$ cat src/design/bde_pkg.sv
`default_nettype none
package bde_pkg;

	// register indexes on the configuration port
	localparam int CFG_INDEX_W = 2;
	localparam int CFG_DATA_W  = 16;
	localparam logic [CFG_INDEX_W-1:0] CFG_ACTIVE_HIGH     = 2'd0;
	localparam logic [CFG_INDEX_W-1:0] CFG_EVENT_MODE      = 2'd1;
	localparam logic [CFG_INDEX_W-1:0] CFG_CHECK_INTERVAL  = 2'd2;
	localparam logic [CFG_INDEX_W-1:0] CFG_RELEASE_SAMPLES = 2'd3;

	// event kinds
	localparam logic [1:0] KIND_PRESS    = 2'd0;
	localparam logic [1:0] KIND_RELEASE  = 2'd1;
	localparam logic [1:0] KIND_DURATION = 2'd2;

	localparam logic [15:0] DROP_MAX = 16'hFFFF;

	typedef struct packed {
		logic pin_level;
		logic sink_room;
	} tick_t;

	typedef struct packed {
		logic [1:0]  event_kind;
		logic [31:0] event_time;
		logic [15:0] dropped_presses;
	} evt_t;

	typedef struct packed {
		logic        active_high;
		logic        event_mode;
		logic [15:0] check_interval;
		logic [7:0]  release_samples;
	} cfg_t;

	typedef struct packed {
		logic tracking;
		logic press_lost;
	} status_t;

endpackage
`default_nettype wire

$ cat src/design/bde_core.sv
`default_nettype none
module bde_core (
	input  wire logic            clk,
	input  wire logic            arst_n,
	input  wire bde_pkg::cfg_t   cfg,
	input  wire logic            step,
	input  wire bde_pkg::tick_t  item,
	output logic                 res_valid,
	output bde_pkg::evt_t        res,
	output bde_pkg::status_t     status
);

	logic [31:0] tick_count_q;
	logic        tracking_q;
	logic        last_level_q;
	logic [15:0] interval_count_q;
	logic [7:0]  inactive_run_q;
	logic [31:0] press_stamp_q;
	logic        press_lost_q;
	logic [15:0] drop_total_q;

	logic        tracking_d;
	logic [15:0] interval_count_d;
	logic [7:0]  inactive_run_d;
	logic [31:0] press_stamp_d;
	logic        press_lost_d;
	logic [15:0] drop_total_d;
	logic        active;
	logic        was_active;
	logic [15:0] interval_inc;
	logic [7:0]  run_next;

	assign active       = (item.pin_level == cfg.active_high);
	assign was_active   = (last_level_q == cfg.active_high);
	assign interval_inc = interval_count_q + 16'd1;
	assign run_next     = active ? 8'd0 : inactive_run_q + 8'd1;

	// one tick of the debounce state
	always_comb begin
		tracking_d       = tracking_q;
		interval_count_d = interval_count_q;
		inactive_run_d   = inactive_run_q;
		press_stamp_d    = press_stamp_q;
		press_lost_d     = press_lost_q;
		drop_total_d     = drop_total_q;
		res_valid        = 1'b0;
		res.event_kind   = bde_pkg::KIND_PRESS;
		res.event_time   = tick_count_q;
		if (!tracking_q) begin
			if (active && !was_active) begin
				tracking_d       = 1'b1;
				press_stamp_d    = tick_count_q;
				interval_count_d = 16'd0;
				inactive_run_d   = 8'd0;
				press_lost_d     = 1'b0;
				if (cfg.event_mode) begin
					if (item.sink_room) begin
						res_valid = 1'b1;
					end else begin
						press_lost_d = 1'b1;
						if (drop_total_q != bde_pkg::DROP_MAX) begin
							drop_total_d = drop_total_q + 16'd1;
						end
					end
				end
			end
		end else begin
			interval_count_d = interval_inc;
			if (interval_inc == cfg.check_interval) begin
				interval_count_d = 16'd0;
				inactive_run_d   = run_next;
				if (!active && run_next == cfg.release_samples) begin
					tracking_d     = 1'b0;
					inactive_run_d = 8'd0;
					press_lost_d   = 1'b0;
					if (cfg.event_mode) begin
						res_valid      = !press_lost_q;
						res.event_kind = bde_pkg::KIND_RELEASE;
					end else begin
						res_valid      = 1'b1;
						res.event_kind = bde_pkg::KIND_DURATION;
						res.event_time = tick_count_q - press_stamp_q;
					end
				end
			end
		end
		res.dropped_presses = drop_total_d;
	end

	// state registers, advanced once per consumed tick
	always_ff @(posedge clk or negedge arst_n) begin
		if (!arst_n) begin
			tick_count_q     <= 32'd0;
			tracking_q       <= 1'b0;
			last_level_q     <= 1'b1;
			interval_count_q <= 16'd0;
			inactive_run_q   <= 8'd0;
			press_stamp_q    <= 32'd0;
			press_lost_q     <= 1'b0;
			drop_total_q     <= 16'd0;
		end else if (step) begin
			tick_count_q     <= tick_count_q + 32'd1;
			tracking_q       <= tracking_d;
			last_level_q     <= item.pin_level;
			interval_count_q <= interval_count_d;
			inactive_run_q   <= inactive_run_d;
			press_stamp_q    <= press_stamp_d;
			press_lost_q     <= press_lost_d;
			drop_total_q     <= drop_total_d;
		end
	end

	assign status.tracking   = tracking_q;
	assign status.press_lost = press_lost_q;

endmodule
`default_nettype wire

$ cat src/design/bde_out_reg.sv
`default_nettype none
module bde_out_reg (
	input  wire logic           clk,
	input  wire logic           arst_n,
	input  wire logic           load,
	input  wire bde_pkg::evt_t  data,
	output logic                room,
	output logic                evt_valid,
	input  wire logic           evt_stall,
	output bde_pkg::evt_t       evt_data
);

	logic          valid_s2;
	bde_pkg::evt_t data_s2;

	// register can take a new beat when empty or being drained
	assign room = !valid_s2 || !evt_stall;

	always_ff @(posedge clk or negedge arst_n) begin
		if (!arst_n) begin
			valid_s2 <= 1'b0;
		end else if (room) begin
			valid_s2 <= load;
		end
	end

	always_ff @(posedge clk) begin
		if (room && load) begin
			data_s2 <= data;
		end
	end

	assign evt_valid = valid_s2;
	assign evt_data  = data_s2;

endmodule
`default_nettype wire

$ cat src/design/button_debounce_event_gen_top.sv
`default_nettype none
// Push-button debouncer. Each tick beat carries one pin sample and the sink's
// room flag; the block answers with zero or one event beat (press, release
// or held duration) per tick. Ticks are taken one per clock: a tick sits in
// an input register, the debounce state is updated in one pass of logic,
// and an event lands in an output register; the only stall comes from a
// stalled event output with its register full. The user must write the
// configuration via cfg_we/cfg_index/cfg_data only while idle (not enforced).
module button_debounce_event_gen_top (
	input  wire logic                               clk,
	input  wire logic                               arst_n,
	input  wire logic                               cfg_we,
	input  wire logic [bde_pkg::CFG_INDEX_W-1:0]    cfg_index,
	input  wire logic [bde_pkg::CFG_DATA_W-1:0]     cfg_data,
	input  wire logic                               tick_valid,
	output logic                                    tick_stall,
	input  wire bde_pkg::tick_t                     tick_data,
	output logic                                    evt_valid,
	input  wire logic                               evt_stall,
	output bde_pkg::evt_t                           evt_data
);

	bde_pkg::cfg_t    cfg_q;
	logic             valid_s1;
	bde_pkg::tick_t   item_s1;
	logic             room;
	logic             step;
	logic             res_valid;
	bde_pkg::evt_t    res;
	bde_pkg::status_t status;

	// configuration registers
	always_ff @(posedge clk or negedge arst_n) begin
		if (!arst_n) begin
			cfg_q.active_high     <= 1'b0;
			cfg_q.event_mode      <= 1'b1;
			cfg_q.check_interval  <= 16'd10;
			cfg_q.release_samples <= 8'd5;
		end else if (cfg_we) begin
			unique case (cfg_index)
				bde_pkg::CFG_ACTIVE_HIGH:     cfg_q.active_high     <= cfg_data[0];
				bde_pkg::CFG_EVENT_MODE:      cfg_q.event_mode      <= cfg_data[0];
				bde_pkg::CFG_CHECK_INTERVAL:  cfg_q.check_interval  <= cfg_data;
				bde_pkg::CFG_RELEASE_SAMPLES: cfg_q.release_samples <= cfg_data[7:0];
				default: ;
			endcase
		end
	end

	// input register
	assign step       = valid_s1 && room;
	assign tick_stall = valid_s1 && !room;

	always_ff @(posedge clk or negedge arst_n) begin
		if (!arst_n) begin
			valid_s1 <= 1'b0;
		end else if (!tick_stall) begin
			valid_s1 <= tick_valid;
		end
	end

	always_ff @(posedge clk) begin
		if (tick_valid && !tick_stall) begin
			item_s1 <= tick_data;
		end
	end

	bde_core u_core (
		.clk       (clk),
		.arst_n    (arst_n),
		.cfg       (cfg_q),
		.step      (step),
		.item      (item_s1),
		.res_valid (res_valid),
		.res       (res),
		.status    (status)
	);

	bde_out_reg u_out (
		.clk       (clk),
		.arst_n    (arst_n),
		.load      (step && res_valid),
		.data      (res),
		.room      (room),
		.evt_valid (evt_valid),
		.evt_stall (evt_stall),
		.evt_data  (evt_data)
	);

	// input only backs up behind a full, stalled output register
	a_stall_cause: assert property (@(posedge clk) disable iff (!arst_n)
		tick_stall |-> (valid_s1 && evt_valid && evt_stall))
		else $error("tick stalled without a blocked event");

	// a delivered press starts tracking
	a_press_tracks: assert property (@(posedge clk) disable iff (!arst_n)
		(step && res_valid && res.event_kind == bde_pkg::KIND_PRESS)
		|=> (status.tracking && !status.press_lost))
		else $error("press event without tracking");

	// duration reports only come out in duration mode
	a_duration_mode: assert property (@(posedge clk) disable iff (!arst_n)
		(step && res_valid && res.event_kind == bde_pkg::KIND_DURATION)
		|-> !cfg_q.event_mode)
		else $error("duration report in event mode");

	// any event ends or starts a press
	a_event_toggles: assert property (@(posedge clk) disable iff (!arst_n)
		(step && res_valid) |=> (status.tracking != $past(status.tracking)))
		else $error("event without tracking change");

endmodule
`default_nettype wire
$ cat config.mk
export PLATFORM = sky130hd
export DESIGN_NAME = button_debounce_event_gen_top
export DESIGN_NICKNAME = d
export VERILOG_FILES = /design/src/design/bde_pkg.sv /design/src/design/bde_core.sv /design/src/design/bde_out_reg.sv /design/src/design/button_debounce_event_gen_top.sv
export SDC_FILE = /design/constraint.sdc
export NUM_CORES = 1
export LEC_CHECK = 0
export BUFFER_PORTS_ARGS = -buffer_cell sky130_fd_sc_hd__buf_2
export CORE_ASPECT_RATIO = 1.1
export CORE_UTILIZATION = 55
export CTS_CLUSTER_DIAMETER = 200
export DETAILED_ROUTE_END_ITERATION = 12
export GPL_TIMING_DRIVEN = 0
export MAX_ROUTING_LAYER = met4
export PLACE_DENSITY = 0.79
export SLEW_MARGIN = 5
export SYNTH_ARGS = -nofsm -noshare
export SYNTH_HDL_FRONTEND = slang
export SYNTH_SLANG_ARGS = --single-unit
$ cat constraint.sdc
create_clock -name clk -period 4.6 [get_ports clk]
set_input_delay 0.23 -clock clk [delete_from_list [all_inputs] [get_ports clk]]
set_output_delay 0.23 -clock clk [all_outputs]
set_load 0.01 [all_outputs]
==> summary.txt <==
max-capacitance violation count - 0
largest net degree at the start of global routing - 95
sequential share of the synthesized area - 48.0%
Synth-to-Final Area Change - 13.0%
root buffer cell - clkbuf_16
WL met3 - 752 um
Initial DRC Count - 505
Mapped Cells - 1,041
Unique masters post-synth - 69
endpoints failing setup - 0
Die ar. - 0.0193 mm2
Cell Rows - 52
#FFs+latches synth - 187
Async SR Flop Fraction - 72.2%
CP endpoint kind - register
Psw - 0.00163 W
Seq pwr share - 42.6%
Synth Net Count - 1,102
die outline width - 132 um
max incr delay on CP - 0.92 ns
syn_area_per_cell - 9.89 um2
Die Y - 146 um
post-placement cell count - 1,362
first-pass GRT wire length - 35.6 mm
Warnings, synthesis - 0
Total GRT Usage - 23.8%
worst path bufs/invs - 1
P_int - 0.00335 W
core area - 0.0183 mm2
leak pwr - 5.18 nW
ys flop type - dfrtp_1
Clock transition at path regs - 0.07 ns
Worst Skew - 0.00756 ns
TritonRoute pass-1 iters - 5
n_diodes - 0
port bufs - 76
share of layout cells above drive strength 1 - 15.3%
Final #Nets - 1,203
synthesized area - 0.0103 mm2
power per standard cell area - 428 mW/mm2
Filler Cells Inserted - 1,481
Vias/cell - 5.68
Post-DP Area - 0.0110 mm2
pre-CTS setup slack - 0.692 ns
grt total ovfl - 0
HP Class - in -> reg
TNS Setup - 0 ns
Worst slew margin - 27.2%
RePlAce Congestion - 0.912
fin crit period - 3.99 ns
Post-DP HPWL - 15.4 mm
maximum vdd drop - 298 uV
Sw Share - 32.7%
PnR worst setup slack - 0.614 ns
WL final - 21.3 mm
crit share post-route - 86.7%
measured slew at the worst slew-check pin - 1.06 ns
total number of vias - 7,938
Top delay family on crit path - compound AO/OA/AOI/OAI gates
non-filler instance count after layout - 1,398
Final ANT Viol Nets - 0
achievable frequency - 0.251 GHz
crit path kind - reg -> reg
crit path cell chain - ha_1, clkbuf_1, and4_1, nand2_1, a2111oi_0, nor2_1, o21ai_0, a31o_2, a21oi_1, xor2_1, o21ai_0
Clock Tree Buf Depth - 2
wire length per cell - 15.2 um
DRC viols - 0
met2 wire len - 10.5 mm
vias in the first global route - 7,480
Clock Latency Late Sink - 0.44 ns
H-tree depth - 4
post_cts resized - 0
clock power share - 27.7%
M1 WL - 9.70 mm
Crit path arrival time - 4.15 ns
TritonCTS Buffers - 17
status - complete, no violations
crit-path max FO - 8
clock sink total - 187
worst path required time - 4.76 ns
Slew Limit Fails - 0
final hold vios - 0
top sig layer - met4
RSZ-0062 raised after global routing - false
Initial Util - 56.1%
Gate power share - 29.7%
CP max-delay cell - a2111oi_0
number of synthesized flops with an enable pin - 52
CTS tree - built
initial antenna violation count - 0
startpoint types - register
design area - 0.0116 mm2
CP most frequent cell - o21ai_0
top-level port count - 77
cell type report:
class / count / area [um2] / share of cell area [%]
Clock buffer: 17 / 425 / 3.66
Multi-Input combinational cell: 769 / 5020 / 43.1
Clock inverter: 15 / 125 / 1.08
Tap cell: 243 / 304 / 2.61
Sequential cell: 187 / 4950 / 42.5
Timing Repair Buffer: 82 / 474 / 4.08
Inverter: 46 / 173 / 1.48
Buffer: 39 / 166 / 1.43
power groups by stage:
stage               logic [W]  registers, W  clock network [W]
floorplan             0.00117       0.00210                  0
global placement      0.00140       0.00214                  0
detailed placement    0.00145       0.00215                  0
CTS                   0.00148       0.00212            0.00141
global route          0.00167       0.00215            0.00147
finish                0.00148       0.00212            0.00138
flip-flops by register name (all words and copies together), names as in the netlist:
name	count
u_core.last_level_q	1
u_out.evt_data	50
u_core.press_lost_q	1
cfg_q	26
u_core.inactive_run_q	8
u_core.interval_count_q	16
valid_s1	1
u_core.tracking_q	1
u_core.press_stamp_q	32
u_core.tick_count_q	32
u_out.evt_valid	1
u_core.drop_total_q	16
item_s1	2
kinds of logic (layout without fill, tap and decap cells):
logic type / Yosys count / after routing / share of synthesized area [%]
flip-flops: 187 / 187 / 48.0
multiplexers: 45 / 45 / 4.86
adder cells (fa/ha/maj): 37 / 37 / 4.54
buffers and inverters: 85 / 199 / 3.29
XOR/XNOR: 108 / 108 / 9.33
AO/OA/AOI/OAI: 215 / 215 / 12.7
AND/OR/NAND/NOR: 364 / 364 / 17.2
Yosys cell counts, types with 3 or more instances:
master / n / area (um2)
a21boi_0: 4 / 30.0
a21o_1: 13 / 97.6
a21oi_1: 29 / 145
a31oi_1: 5 / 31.3
and2_1: 7 / 43.8
and3_1: 13 / 81.3
and4_1: 9 / 78.8
buf_2: 7 / 35.0
buf_4: 3 / 22.5
clkbuf_1: 29 / 109
dfrtp_1: 129 / 3230
dfstp_2: 6 / 158
edfxtp_1: 52 / 1560
ha_1: 35 / 438
inv_1: 46 / 173
mux2_1: 4 / 45.0
mux2_2: 36 / 405
mux2i_1: 5 / 50.1
nand2_1: 144 / 541
nand2b_1: 12 / 75.1
nand3_1: 47 / 235
nand4_1: 16 / 100
nor2_1: 57 / 214
nor2b_1: 14 / 87.6
nor3_1: 14 / 70.1
nor3b_1: 3 / 22.5
nor4_1: 4 / 25.0
o211ai_1: 4 / 30.0
o21a_1: 7 / 52.6
o21ai_0: 105 / 526
o21ai_1: 4 / 20.0
o311ai_0: 3 / 26.3
o31ai_1: 15 / 113
o41ai_1: 3 / 26.3
or2_2: 4 / 25.0
or3_1: 6 / 37.5
xnor2_1: 65 / 569
xor2_1: 42 / 368
through the flow:
step	power, W	util [%]	hold WS, ns
after CTS	0.00500	63.4	0.00436
after global placement	0.00354	59.9	0.433
after global routing	0.00529	63.4	0.0133
after detailed placement	0.00360	60.2	0.171
final	0.00498	63.4	0.0188
after floorplan	0.00328	-	-0.0656
layer usage:
metal / up-vias / track usage (%)
li1: 3907 / -
met2: 175 / 38.7
met4: 0 / 8.74
met1: 3829 / 30.7
met5: - / -
met3: 27 / 3.03
worst paths after layout:
check / to / depth (start not counted) / slack, ns / start
setup / recovery: u_out.evt_data[40]$_DFFE_PP_ / 11 / 0.61 / u_core.tick_count_q[11]$_DFFE_PN0P_
hold / removal: cfg_q[23]$_DFFE_PN0P_ / 2 / 0.02 / cfg_data[15]
setup reg to reg: u_out.evt_data[40]$_DFFE_PP_ / 11 / 0.61 / u_core.tick_count_q[11]$_DFFE_PN0P_
hold reg to reg: u_core.last_level_q$_DFFE_PN1P_ / 2 / 0.47 / u_core.last_level_q$_DFFE_PN1P_
max in group asynchronous: cfg_q[2]$_DFFE_PN1P_ / 3 / 3.52 / arst_n
min in group asynchronous: u_core.tick_count_q[17]$_DFFE_PN0P_ / 2 / 0.27 / arst_n
cell usage in the layout, fill, tap and decap left out, types with 36 or more instances in the layout:
master	synthesis	routed
nand2_1	144	144
dfrtp_1	129	129
o21ai_0	105	105
buf_2	7	82
xnor2_1	65	65
nor2_1	57	56
edfxtp_1	52	52
nand3_1	47	47
inv_1	46	46
xor2_1	42	42
mux2_2	36	36
timing repair:
item,4_1_cts,5_1_grt
hold endpoints to repair,42,0
buffers inserted,0,0
hold buffers,4,0
setup endpoints to repair,0,0
(Power assumes the default switching activity.)
